==> src/rtl/ctce_pkg.sv <==
// ----------------------------------------------------------------------------
// ctce_pkg
// Shared types and constants of the columnar transposition encryptor.
// ----------------------------------------------------------------------------
`default_nettype none

package ctce_pkg;

    localparam int MAX_TEXT_DEF = 128;
    localparam int MAX_KEY_DEF  = 10;

    // key characters held in the two key registers
    localparam int KEY_CHARS    = 10;
    localparam int KEY_LOW_W    = 64;
    localparam int KEY_HIGH_W   = 16;
    localparam int KEY_LEN_W    = 4;
    localparam int KEY_W        = KEY_LOW_W + KEY_HIGH_W;

    localparam int CFG_INDEX_W  = 2;
    localparam int CFG_DATA_W   = 64;

    localparam logic [CFG_INDEX_W-1:0] REG_KEY_LOW  = 2'd0;
    localparam logic [CFG_INDEX_W-1:0] REG_KEY_HIGH = 2'd1;
    localparam logic [CFG_INDEX_W-1:0] REG_KEY_LEN  = 2'd2;

    localparam logic FUNC_LOAD  = 1'b0;
    localparam logic FUNC_FETCH = 1'b1;

    localparam logic [7:0] PAD_CHAR = 8'h24;

    typedef logic [7:0] key_char_t;

    typedef enum logic [1:0] {
        ST_IDLE,
        ST_RANK,
        ST_READ
    } ctce_state_t;

endpackage

`default_nettype wire

==> src/rtl/ctce_ram.sv <==
// ----------------------------------------------------------------------------
// ctce_ram
// Generic single-clock RAM, one write port and one registered read port.
// ----------------------------------------------------------------------------
`default_nettype none

module ctce_ram #(
    parameter int WIDTH = 8,
    parameter int DEPTH = 128
) (
    input  wire                     aclk,
    input  wire                     wr_en,
    input  wire [$clog2(DEPTH)-1:0] wr_addr,
    input  wire [WIDTH-1:0]         wr_data,
    input  wire                     rd_en,
    input  wire [$clog2(DEPTH)-1:0] rd_addr,
    output logic [WIDTH-1:0]        rd_data
);

    logic [WIDTH-1:0] mem [DEPTH];

    always_ff @(posedge aclk) begin
        if (wr_en) begin
            mem[wr_addr] <= wr_data;
        end
        if (rd_en) begin
            rd_data <= mem[rd_addr];
        end
    end

endmodule

`default_nettype wire

==> src/rtl/ctce_rank.sv <==
// ----------------------------------------------------------------------------
// ctce_rank
// Rank of one key column in a stable ascending sort of the key characters.
// ----------------------------------------------------------------------------
`default_nettype none

module ctce_rank #(
    parameter int MAX_KEY = ctce_pkg::MAX_KEY_DEF
) (
    input  ctce_pkg::key_char_t          key_chars [MAX_KEY],
    input  wire [$clog2(MAX_KEY+1)-1:0]  key_len,
    input  wire [$clog2(MAX_KEY)-1:0]    col,
    output logic [$clog2(MAX_KEY)-1:0]   rank
);

    import ctce_pkg::*;

    localparam int KI_W = $clog2(MAX_KEY);
    localparam int W_W  = $clog2(MAX_KEY+1);

    key_char_t          kc;
    logic [MAX_KEY-1:0] ahead;

    assign kc = key_chars[col];

    // one comparator per key position, ties broken by position
    always_comb begin
        for (int j = 0; j < MAX_KEY; j++) begin
            ahead[j] = (W_W'(j) < key_len) &&
                       ((key_chars[j] < kc) ||
                        ((key_chars[j] == kc) && (KI_W'(j) < col)));
        end
    end

    always_comb begin
        rank = '0;
        for (int j = 0; j < MAX_KEY; j++) begin
            rank = rank + KI_W'(ahead[j]);
        end
    end

endmodule

`default_nettype wire

==> src/rtl/columnar_transposition_encrypt.sv <==
// ----------------------------------------------------------------------------
// columnar_transposition_encrypt
// Columnar transposition encryptor: stores plaintext in a RAM, sorts the key
// columns when the message closes and streams the ciphertext column by column.
// ----------------------------------------------------------------------------
//  channel  direction  tdata         tuser          tlast
//  s_       in         plain_byte    func           end_of_text
//  m_       out        cipher_byte   nothing_left   final_byte
//  cfg_     in         write data    -              -  (cfg_index selects)
//
//  a load writes the text RAM; a fetch reads it, then passes through ST_READ to the result register
//  a load with end_of_text starts the rank sweep over the key columns in ST_RANK
//  a fetch with nothing pending is answered in the cycle after it is taken
//  reset is synchronous; the RAM contents are not cleared
//  s_tready drops while the result register holds an untaken result
// ----------------------------------------------------------------------------
`default_nettype none

module columnar_transposition_encrypt #(
    parameter int MAX_TEXT = ctce_pkg::MAX_TEXT_DEF,
    parameter int MAX_KEY  = ctce_pkg::MAX_KEY_DEF
) (
    input  wire                                aclk,
    input  wire                                aresetn,

    input  wire                                s_tvalid,
    output logic                               s_tready,
    input  wire [7:0]                          s_tdata,   // [7:0] plain_byte
    input  wire                                s_tuser,   // [0] func
    input  wire                                s_tlast,   // end_of_text

    output logic                               m_tvalid,
    input  wire                                m_tready,
    output logic [7:0]                         m_tdata,   // [7:0] cipher_byte
    output logic                               m_tuser,   // [0] nothing_left
    output logic                               m_tlast,   // final_byte

    input  wire                                cfg_valid,
    output logic                               cfg_ready,
    input  wire [ctce_pkg::CFG_INDEX_W-1:0]    cfg_index,
    input  wire [ctce_pkg::CFG_DATA_W-1:0]     cfg_data
);

    import ctce_pkg::*;

    localparam int AW    = $clog2(MAX_TEXT);
    localparam int CNT_W = $clog2(MAX_TEXT+1);
    localparam int SUM_W = CNT_W + 1;
    localparam int KI_W  = $clog2(MAX_KEY);
    localparam int W_W   = $clog2(MAX_KEY+1);

    // configuration registers
    logic [KEY_LOW_W-1:0]  key_low_reg;
    logic [KEY_HIGH_W-1:0] key_high_reg;
    logic [KEY_LEN_W-1:0]  key_len_reg;

    // control state
    ctce_state_t       state_reg, state_next;
    logic [CNT_W-1:0]  text_count_reg, text_count_next;
    logic              draining_reg, draining_next;
    logic [KI_W-1:0]   rank_reg, rank_next;
    logic [CNT_W-1:0]  row_base_reg, row_base_next;
    logic [W_W-1:0]    width_reg, width_next;
    logic [KI_W-1:0]   sweep_reg, sweep_next;
    logic              m_valid_reg, m_valid_next;

    // payload
    logic [KEY_W-1:0]  key_snap_reg;
    logic [KI_W-1:0]   order_reg [MAX_KEY];
    logic              hit_reg, hit_next;
    logic              last_reg, last_next;
    logic [7:0]        m_data_reg, m_data_next;
    logic              m_last_reg, m_last_next;
    logic              m_user_reg, m_user_next;

    logic              s_accept;
    logic              is_load;
    logic              is_fetch;
    logic              close_msg;
    logic              snap_en;
    logic              order_wr;
    logic [W_W-1:0]    eff_len;

    key_char_t         key_chars [MAX_KEY];
    logic [KI_W-1:0]   sweep_rank;

    logic [KI_W-1:0]   cur_col;
    logic [SUM_W-1:0]  rd_idx;
    logic [SUM_W-1:0]  row_end_sum;
    logic              row_end;
    logic              rank_end;

    logic              ram_wr;
    logic              ram_rd;
    logic [7:0]        ram_rd_data;

    // ---------------------------------------------------------------- config
    assign cfg_ready = 1'b1;

    always_ff @(posedge aclk) begin
        if (!aresetn) begin
            key_low_reg  <= '0;
            key_high_reg <= '0;
            key_len_reg  <= KEY_LEN_W'(1);
        end else if (cfg_valid) begin
            unique case (cfg_index)
                REG_KEY_LOW:  key_low_reg  <= cfg_data[KEY_LOW_W-1:0];
                REG_KEY_HIGH: key_high_reg <= cfg_data[KEY_HIGH_W-1:0];
                REG_KEY_LEN:  key_len_reg  <= cfg_data[KEY_LEN_W-1:0];
                default: ;
            endcase
        end
    end

    // zero counts as one, above the column limit clamps to it
    always_comb begin
        if (key_len_reg == '0) begin
            eff_len = W_W'(1);
        end else if (int'(key_len_reg) > MAX_KEY) begin
            eff_len = W_W'(MAX_KEY);
        end else begin
            eff_len = W_W'(key_len_reg);
        end
    end

    // ---------------------------------------------------------------- key rank
    for (genvar i = 0; i < MAX_KEY; i++) begin : g_key
        if (i < KEY_CHARS) begin : g_used
            assign key_chars[i] = key_snap_reg[8*i +: 8];
        end else begin : g_zero
            assign key_chars[i] = '0;
        end
    end

    ctce_rank #(
        .MAX_KEY (MAX_KEY)
    ) u_rank (
        .key_chars (key_chars),
        .key_len   (width_reg),
        .col       (sweep_reg),
        .rank      (sweep_rank)
    );

    // ---------------------------------------------------------------- read path
    assign cur_col     = order_reg[rank_reg];
    assign rd_idx      = SUM_W'(row_base_reg) + SUM_W'(cur_col);
    assign row_end_sum = SUM_W'(row_base_reg) + SUM_W'(width_reg);
    assign row_end     = row_end_sum > SUM_W'(text_count_reg);
    assign rank_end    = (W_W'(rank_reg) + W_W'(1)) == width_reg;

    assign s_tready = (state_reg == ST_IDLE) && (!m_valid_reg || m_tready);
    assign s_accept = s_tvalid && s_tready;
    assign is_load  = s_accept && (s_tuser == FUNC_LOAD);
    assign is_fetch = s_accept && (s_tuser == FUNC_FETCH);

    assign ram_wr    = is_load && !draining_reg && (text_count_reg < CNT_W'(MAX_TEXT));
    assign close_msg = is_load && !draining_reg && s_tlast;
    assign ram_rd    = is_fetch && draining_reg;

    ctce_ram #(
        .WIDTH (8),
        .DEPTH (MAX_TEXT)
    ) u_text_ram (
        .aclk    (aclk),
        .wr_en   (ram_wr),
        .wr_addr (text_count_reg[AW-1:0]),
        .wr_data (s_tdata),
        .rd_en   (ram_rd),
        .rd_addr (rd_idx[AW-1:0]),
        .rd_data (ram_rd_data)
    );

    // ---------------------------------------------------------------- control
    always_comb begin
        state_next      = state_reg;
        text_count_next = text_count_reg;
        draining_next   = draining_reg;
        rank_next       = rank_reg;
        row_base_next   = row_base_reg;
        width_next      = width_reg;
        sweep_next      = sweep_reg;
        hit_next        = hit_reg;
        last_next       = last_reg;
        m_valid_next    = m_valid_reg && !m_tready;
        m_data_next     = m_data_reg;
        m_last_next     = m_last_reg;
        m_user_next     = m_user_reg;
        snap_en         = 1'b0;
        order_wr        = 1'b0;

        unique case (state_reg)
            ST_IDLE: begin
                if (ram_wr) begin
                    text_count_next = text_count_reg + CNT_W'(1);
                end
                if (close_msg) begin
                    snap_en    = 1'b1;
                    width_next = eff_len;
                    sweep_next = '0;
                    state_next = ST_RANK;
                end
                if (is_fetch) begin
                    if (draining_reg) begin
                        hit_next  = rd_idx < SUM_W'(text_count_reg);
                        last_next = row_end && rank_end;
                        if (row_end && rank_end) begin
                            draining_next   = 1'b0;
                            text_count_next = '0;
                            rank_next       = '0;
                            row_base_next   = '0;
                        end else if (row_end) begin
                            row_base_next = '0;
                            rank_next     = rank_reg + KI_W'(1);
                        end else begin
                            row_base_next = row_end_sum[CNT_W-1:0] - CNT_W'(0);
                        end
                        state_next = ST_READ;
                    end else begin
                        m_valid_next = 1'b1;
                        m_data_next  = '0;
                        m_last_next  = 1'b0;
                        m_user_next  = 1'b1;
                    end
                end
            end
            ST_RANK: begin
                order_wr = 1'b1;
                if ((W_W'(sweep_reg) + W_W'(1)) == width_reg) begin
                    draining_next = 1'b1;
                    rank_next     = '0;
                    row_base_next = '0;
                    state_next    = ST_IDLE;
                end else begin
                    sweep_next = sweep_reg + KI_W'(1);
                end
            end
            ST_READ: begin
                m_valid_next = 1'b1;
                m_data_next  = hit_reg ? ram_rd_data : PAD_CHAR;
                m_last_next  = last_reg;
                m_user_next  = 1'b0;
                state_next   = ST_IDLE;
            end
            default: begin
                state_next = ST_IDLE;
            end
        endcase
    end

    always_ff @(posedge aclk) begin
        if (!aresetn) begin
            state_reg      <= ST_IDLE;
            text_count_reg <= '0;
            draining_reg   <= 1'b0;
            rank_reg       <= '0;
            row_base_reg   <= '0;
            width_reg      <= W_W'(1);
            sweep_reg      <= '0;
            m_valid_reg    <= 1'b0;
        end else begin
            state_reg      <= state_next;
            text_count_reg <= text_count_next;
            draining_reg   <= draining_next;
            rank_reg       <= rank_next;
            row_base_reg   <= row_base_next;
            width_reg      <= width_next;
            sweep_reg      <= sweep_next;
            m_valid_reg    <= m_valid_next;
        end
    end

    always_ff @(posedge aclk) begin
        hit_reg    <= hit_next;
        last_reg   <= last_next;
        m_data_reg <= m_data_next;
        m_last_reg <= m_last_next;
        m_user_reg <= m_user_next;
        // key is frozen for the message at close
        if (snap_en) begin
            key_snap_reg <= {key_high_reg, key_low_reg};
        end
        if (order_wr) begin
            order_reg[sweep_rank] <= sweep_reg;
        end
    end

    assign m_tvalid = m_valid_reg;
    assign m_tdata  = m_data_reg;
    assign m_tlast  = m_last_reg;
    assign m_tuser  = m_user_reg;

endmodule

`default_nettype wire

==> config.mk <==
export PLATFORM = sky130hd
export DESIGN_NAME = columnar_transposition_encrypt
export DESIGN_NICKNAME = d
export VERILOG_FILES = /design/src/rtl/ctce_pkg.sv /design/src/rtl/ctce_ram.sv /design/src/rtl/ctce_rank.sv /design/src/rtl/columnar_transposition_encrypt.sv
export SDC_FILE = /design/constraint.sdc
export NUM_CORES = 1
export LEC_CHECK = 0
export BUFFER_PORTS_ARGS = -buffer_cell sky130_fd_sc_hd__buf_2
export CAP_MARGIN = 20
export CORE_ASPECT_RATIO = 1.4
export CORE_UTILIZATION = 45
export DETAILED_ROUTE_END_ITERATION = 16
export GPL_TIMING_DRIVEN = 0
export SKIP_CTS_REPAIR_TIMING = 1
export SLEW_MARGIN = 30
export SYNTH_ARGS = -nofsm -noshare
export SYNTH_HDL_FRONTEND = slang
export SYNTH_SLANG_ARGS = --single-unit
==> constraint.sdc <==
create_clock -name aclk -period 9.62 [get_ports aclk]
set_input_delay 0.481 -clock aclk [delete_from_list [all_inputs] [get_ports aclk]]
set_output_delay 0.481 -clock aclk [all_outputs]
set_load 0.01 [all_outputs]
==> summary.md, run 1 <==
| Metric | Value |
|---|---|
| Setup_tns | 0 ns |
| Later-pin clock latency in the skew report | 0.74 ns |
| Worst Setup Start Kind | register |
| Setup violators final | 0 |
| Synth Area in Adders | 0.0297 |
| Critical path's most frequent cell | fa_1 |
| Max stage delay on crit path | 0.67 ns |
| Syn nets | between 3k and 4k |
| Post-synthesis simple-gate area fraction | 0.0447 |
| IO Pins | 94 |
| Unrepaired setup endpoints after global routing | no |
| Max reg flops | 1024 |
| Worst-margin pin slew | 1.10 ns |
| ANT nets after route | 0 |
| Initial core utilization | 0.456 |
| Synth Area in Compound Gates | 0.0400 |
| Final WL | 134000 um |
| Filler cell count | roughly 9.2k |
| Worst R2R Path Depth | 26 |
| HP Start | cfg_data[51] |
| Worst Path Arrival | 9.10 ns |
| TritonCTS Buffers | between 100 and 150 |
| Post-DP HPWL | 94300 um |
| Syn_area_per_cell | 18.1 um2 |
| First-pass GRT wire length | 195000 um |
| Htree depth | 3 |
| XOR/XNOR Fraction of Synth Area | 0.00546 |
| Critical Path RT | 9.99 ns |
| Max-Cap Viols | 0 |
| Number of enable flip-flop cells after synthesis | 1164 |
| #FFs+latches synth | roughly 1.3k |
| Largest net degree at the start of global routing | between 80 and 90 |
| FF+latch area | around 37000 um2 |
| Hold-critical path depth | 3 |
| Die W | 291 um |
| Clock transition at the registers of the reported paths | 0.06 ns |
| Post-synth top flop | edfxtp_1 |
| Die Y | 406 um |
| Clock root cell | clkbuf_16 |
| WP buf/inv | 4 |
| Fin. max-slew vios | 0 |
| Core ar. | 115000 um2 |
| Layout Nets | 3359 |
| Fmax | 115 MHz |
| Mux cell area share after synthesis | 0.149 |
| Status | completed |
| GRT Total Usage | 0.230 |
| Slowest CP cell | dfxtp_1 |
| Post-Synthesis Cells | 2903 |
| CTS tree | yes |
| Reg2reg end | order_reg[2][3] |
| Initial antenna violation count | 1 |
| Hold Fails Final Rpt | 0 |
| Final non-filler cell total | 4746 |
| Gr ovfl total | 0 |
| Placed insts | around 4.5k |
| Die area | 118000 um2 |
| Max clock buf depth | 3 |
| Min-Delay Path Class | input pin to register |
| Asr flop ratio synth | 0 |
| Hold path endpoint | key_low_reg[51] |
| DRC Markers | 0 |
| Clock sink count | 1284 |
| Drt via density | roughly 5.8 |
| Peak supply drop | 0.143 mV |
| First-pass iteration count of the detailed router | 5 |
| PwrDens | 189 nW/um2 |
| Reg2reg setup slack | just under 0.9 ns |
| DR iter-0 viols | 2190 |
| Sequential area share after synthesis | 0.712 |
| Final Power | 11.2 mW |
| GPL Wtd Cong | 0.938 |
| DR WL/cell | 28.3 um |
| CP endpoint kind | register |
| Area taken by multi-input logic gates | 14200 um2 |
| Slew headroom | 0.267 |
| Tmin final | 8.73 ns |
| IO buf count | 92 |
| Leakage power | 19.5 nW |
| Layout Skew | 0.0519 ns |
| Crit-path leading delay family | adder cells |
| Critical R2R Launch | sweep_reg[0] |
| Mapped cell area | 52500 um2 |
| Largest family of logic cells by synthesized area | multiplexers |
| Fin Hold WS | 0.00349 ns |
| Vias | 27.6k |
| Layout cells sized above 1 | 0.230 |
| Yosys cell types | 64 |
| Row count | 147 |
| Syn-to-layout area delta | 13.1% |
| CP Class | register to register |
| Max Fanout on Critical Path | 12 |
| Vias in the first global route | roughly 29k |
| Period utilization | 0.908 |
| Synth Warn # | 0 |
-- cells in the final DEF, fill, tap and decap left out, types with 10 or more instances in the layout --
cell type / instances
and3_1: 10
nor3_1: 14
o21a_1: 19
ha_1: 112
xor2_1: 10
mux2_2: 71
buf_2: 124
a221o_1: 16
nand2_1: 219
edfxtp_1: 1164
dlygate4sd3_1: 25
a21oi_1: 125
mux4_2: 280
nor2b_1: 26
xnor2_1: 19
mux2i_1: 74
buf_6: 33
clkbuf_16: 122
clkinv_2: 13
o22ai_1: 43
a221oi_1: 17
dfxtp_1: 120
buf_4: 27
a22oi_1: 15
o21ai_0: 30
clkinv_1: 23
nand2b_1: 13
nand4_1: 19
clkbuf_1: 79
nand3_1: 17
a21o_1: 13
nor2_1: 184
inv_1: 42
-- per-layer routing --
| metal | global-route usage | wire [um] | part of all wire | vias to the layer above |
|---|---|---|---|---|
| met5 | 0 | 9 | 0.000067 | - |
| met3 | 0.0282 | 5600 | 0.042 | 237 |
| met2 | 0.431 | 73500 | 0.55 | 824 |
| li1 | - | - | - | 12100 |
| met1 | 0.260 | 49300 | 0.37 | 14400 |
| met4 | 0.104 | 5940 | 0.044 | 2 |
-- power breakdown --
group / internal [mW] / switching (mW)
Combinational: 0.151 / 0.271
Clock: 2.59 / 2.07
Sequential: 6.10 / 0.0197
-- per-stage QoR --
stage	setup WS, ns	util	area (um2)
finish	0.890	0.516	59400
global route	0.466	0.516	59400
CTS	0.616	0.513	59100
detailed placement	0.608	0.480	55300
global placement	-0.0506	0.476	54800
floorplan	2.23	-	52500
-- how the worst max path moves through the flow --
stage	startpoint	endpoint	cells past startpoint
final	sweep_reg[0]	order_reg[2][3]	26
after global routing	sweep_reg[0]	order_reg[2][3]	26
after global placement	sweep_reg[0]	order_reg[3][0]	26
after floorplan	sweep_reg[0]	order_reg[3][0]	26
after detailed placement	sweep_reg[0]	order_reg[3][0]	26
after CTS	sweep_reg[0]	order_reg[3][3]	26
-- synth_stat cells, types with 4 or more instances --
cell / number / share of area
fa_1: 8 / 0.0031
nor2_1: 186 / 0.013
nand2_1: 219 / 0.016
buf_1: 6 / 0.00043
mux2_2: 71 / 0.015
o21ai_0: 31 / 0.0030
nand3b_1: 6 / 0.00086
and3_1: 10 / 0.0012
dfxtp_1: 120 / 0.046
buf_4: 27 / 0.0039
nor2b_1: 26 / 0.0031
inv_1: 42 / 0.0030
a22oi_1: 15 / 0.0021
a221oi_1: 17 / 0.0028
o31ai_1: 4 / 0.00057
nand3_1: 17 / 0.0016
and2_1: 4 / 0.00048
ha_1: 112 / 0.027
xor2_1: 10 / 0.0017
nand4_1: 19 / 0.0023
clkbuf_1: 54 / 0.0039
buf_6: 15 / 0.0032
a221oi_2: 7 / 0.0020
a31oi_1: 4 / 0.00048
o22ai_1: 43 / 0.0051
mux2i_1: 74 / 0.014
a21o_1: 13 / 0.0019
a221o_1: 16 / 0.0031
mux4_2: 280 / 0.12
a21oi_1: 126 / 0.012
nor3_1: 14 / 0.0013
edfxtp_1: 1164 / 0.67
a211oi_1: 8 / 0.0011
o21a_1: 19 / 0.0027
buf_2: 40 / 0.0038
a2bb2oi_1: 6 / 0.0010
nor4_1: 5 / 0.00060
xnor2_1: 19 / 0.0032
nand2b_1: 13 / 0.0015
-- worst register-to-register path: cells and delay by family, from the launching register on --
| family | cells | cell delay (ns) |
|---|---|---|
| flops | 1 | 0.67 |
| mux | 1 | 0.42 |
| simple gates | 5 | 1.07 |
| fa+ha+maj | 7 | 2.94 |
| xor+xnor | 1 | 0.49 |
| compound gates | 8 | 1.51 |
| buf+inv | 4 | 1.27 |
-- cells by family after synthesis --
| group | after synthesis |
|---|---|
| compound gates | 321 |
| xor+xnor | 31 |
| fa+ha+maj | 120 |
| buf+inv | 187 |
| flops | 1284 |
| mux | 425 |
| other cells | 1 |
| simple gates | 534 |
-- layout make-up --
type                       count  area share
antenna                        1   0.0000421
buffer                       144      0.0140
clock buffer                 155      0.0543
clock inverter                61      0.0103
inverter                      43     0.00272
multi-input combinational   1432       0.239
sequential                  1284       0.629
tap                         1490      0.0314
timing repair buffer         136      0.0187
No activity file was read; power rests on OpenSTA's default activity.
==> run 2: changes to the inputs <==
BUFFER_PORTS_ARGS = -buffer_cell sky130_fd_sc_hd__clkbuf_2   (was -buffer_cell sky130_fd_sc_hd__buf_2)
==> summary.md, run 2 (synthesized netlist as in run 1, its figures left out) <==
| Metric | Value |
|---|---|
| Switching Share | 0.214 (was 0.211) |
| CP endpoint kind | register (unchanged) |
| First-pass GRT wire length | 197000 um (was 195000 um) |
| Setup slack after layout | 0.640 ns (was 0.890 ns) |
| Max reg flops | 1024 (unchanged) |
| Htree depth | 3 (unchanged) |
| Row count | 147 (unchanged) |
| Hold Fails Final Rpt | 2 (was 0) |
| IO buf count | 92 (unchanged) |
| Critical path origin | sweep_reg[0] (unchanged) |
| Core ar. | 115000 um2 (unchanged) |
| Layout cells sized above 1 | 0.232 (was 0.230) |
| CP Class | register to register (unchanged) |
| Placed insts | 4503 (was 4504) |
| Die W | 291 um (unchanged) |
| Worst Path Arrival | 9.34 ns (was 9.10 ns) |
| Fmax | 111 MHz (was 115 MHz) |
| Final non-filler cell total | 4760 (was 4746) |
| Switching Power | 2.39 mW (was 2.36 mW) |
| FF+latch area | 37400 um2 (unchanged) |
| DRC Markers | 0 (unchanged) |
| Later-pin clock latency in the skew report | 0.74 ns (about the same) |
| Layout Nets | 3367 (was 3359) |
| Initial core utilization | 0.456 (unchanged) |
| Critical Path RT | 9.99 ns (about the same) |
| Largest net degree at the start of global routing | 97 (was 89) |
| Vias in the first global route | 28.7k (was 28.8k) |
| Max stage delay on crit path | 0.66 ns (was 0.67 ns) |
| Worst-margin pin slew | 1.13 ns (was 1.10 ns) |
| Gr ovfl total | 0 (unchanged) |
| Place WS | 0.436 ns (was 0.608 ns) |
| GPL Wtd Cong | 0.918 (was 0.938) |
| Vias | 27.5k (was 27.6k) |
| Logic pwr share | 0.038 (about the same) |
| PwrDens | 188 nW/um2 (was 189 nW/um2) |
| CTS tree | yes (unchanged) |
| Crit-path leading delay family | adder cells (unchanged) |
| WP buf/inv | 5 (was 4) |
| DR WL/cell | 28.3 um (about the same) |
| Unrepaired setup endpoints after global routing | no (unchanged) |
| DR iter-0 viols | 2310 (was 2190) |
| Critical R2R Launch | sweep_reg[0] (unchanged) |
| Min-Delay Path Class | input pin to register (unchanged) |
| Post-DP HPWL | 94600 um (was 94300 um) |
| Critical path's most frequent cell | fa_1 (unchanged) |
| IO Pins | 94 (unchanged) |
| Most frequent cells in the layout | 1164 x edfxtp_1, 280 x mux4_2, 219 x nand2_1, 185 x nor2_1, 125 x a21oi_1 (was 1164 x edfxtp_1, 280 x mux4_2, 219 x nand2_1, 184 x nor2_1, 125 x a21oi_1) |
| Fin. max-slew vios | 0 (unchanged) |
| Most common library cell in the layout ignoring fill and taps | edfxtp_1 (unchanged) |
| Filler cell count | 9236 (was 9221) |
| Tmin final | 8.98 ns (was 8.73 ns) |
| Diodes inserted | 0 (was 1) |
| Max Fanout on Critical Path | 12 (unchanged) |
| Setup violators final | 0 (unchanged) |
| Die area | 118000 um2 (unchanged) |
| Pint | 8.78 mW (was 8.84 mW) |
| Violated checks | negative hold slack |
| Clock root cell | clkbuf_16 (unchanged) |
| First-pass iteration count of the detailed router | 5 (unchanged) |
| Die Y | 406 um (unchanged) |
| Reg power frac | 0.548 (was 0.546) |
| Max clock buf depth | 3 (unchanged) |
| Drt via density | 5.79 (was 5.81) |
| Clock sink count | 1284 (unchanged) |
| TritonCTS Buffers | 117 (unchanged) |
| Worst Setup Start Kind | register (unchanged) |
| Max-Cap Viols | 0 (unchanged) |
| Period utilization | 0.933 (was 0.908) |
| GRT Total Usage | 0.231 (was 0.230) |
| Slew headroom | 0.248 (was 0.267) |
| Slowest CP cell | dfxtp_1 (unchanged) |
| Fin Hold WS | -0.0130 ns (was 0.00349 ns) |
| ANT nets after route | 0 (unchanged) |
| HP Start | cfg_data[51] (unchanged) |
| Final WL | 135000 um (was 134000 um) |
| Area taken by multi-input logic gates | 14200 um2 (about the same) |
| Clock transition at the registers of the reported paths | 0.06 ns (about the same) |
| Layout Skew | 0.0538 ns (was 0.0519 ns) |
| Initial antenna violation count | 0 (was 1) |
| Peak supply drop | 0.158 mV (was 0.143 mV) |
| Leakage power | 19.6 nW (was 19.5 nW) |
| Syn-to-layout area delta | 13.2% (was 13.1%) |
| Status | finished with violations (was completed) |
| Clock share of power | 0.415 (was 0.416) |
run 2: changes by cell type in the layout (fill, tap and decap cells not counted), moves of 7 or more:
cell | previous run | this run
buf_2 | 124 | 40
buf_6 | 33 | 24
clkbuf_1 | 79 | 67
clkbuf_2 | 3 | 87
clkbuf_8 | 5 | 13
clkinv_1 | 23 | 30
clkinv_2 | 13 | 29
dlygate4sd3_1 | 25 | 34
run 2: worst min-delay path, cell delays in order:
cell and delay [ns]:
clkbuf_2 0.08, nand2_1 0.05, a21oi_1 0.05
run 2: power groups by stage:
stage                     clock [mW]  combinational, mW  sequential, mW
after floorplan                    0              0.199            6.23
after global routing            4.90              0.454            6.12
after CTS                       4.71              0.418            6.12
final                           4.63              0.424            6.12
after global placement             0              0.383            6.25
after detailed placement           0              0.416            6.24
run 2: cell type report:
class | instances | area share
clock inverters | 83 | 0.0119
repair buffers | 144 | 0.0203
flip-flops and latches | 1284 | 0.628
multi-input cells | 1432 | 0.239
well taps | 1490 | 0.0314
plain buffers | 144 | 0.0140
clock buffers | 140 | 0.0523
inverters | 43 | 0.00272
run 2: through the flow:
stage / cell area [um2] / util / total power [mW] / TNS, ns
floorplan: 52500 / - / 6.43 / 0
global placement: 54800 / 0.476 / 6.64 / -0.272
detailed placement: 55300 / 0.480 / 6.65 / 0
CTS: 59100 / 0.513 / 11.2 / 0
global route: 59400 / 0.516 / 11.5 / 0
finish: 59400 / 0.516 / 11.2 / 0
run 2: final timing paths:
check	endpoint	cells after the start	slack [ns]
setup / recovery	order_reg[2][3]	27	0.64
setup reg to reg	order_reg[2][3]	27	0.64
hold reg to reg	key_snap_reg[79]	0	0.40
hold / removal	key_low_reg[51]	3	-0.01
run 2: routing by layer:
layer	GRT usage	routed length, um	share of wire	vias up
met2	0.426	72700	0.54	858
met1	0.268	49800	0.37	14300
li1	-	-	-	12100
met4	0.106	6130	0.045	0
met5	0	0	0	-
met3	0.0275	6260	0.046	237
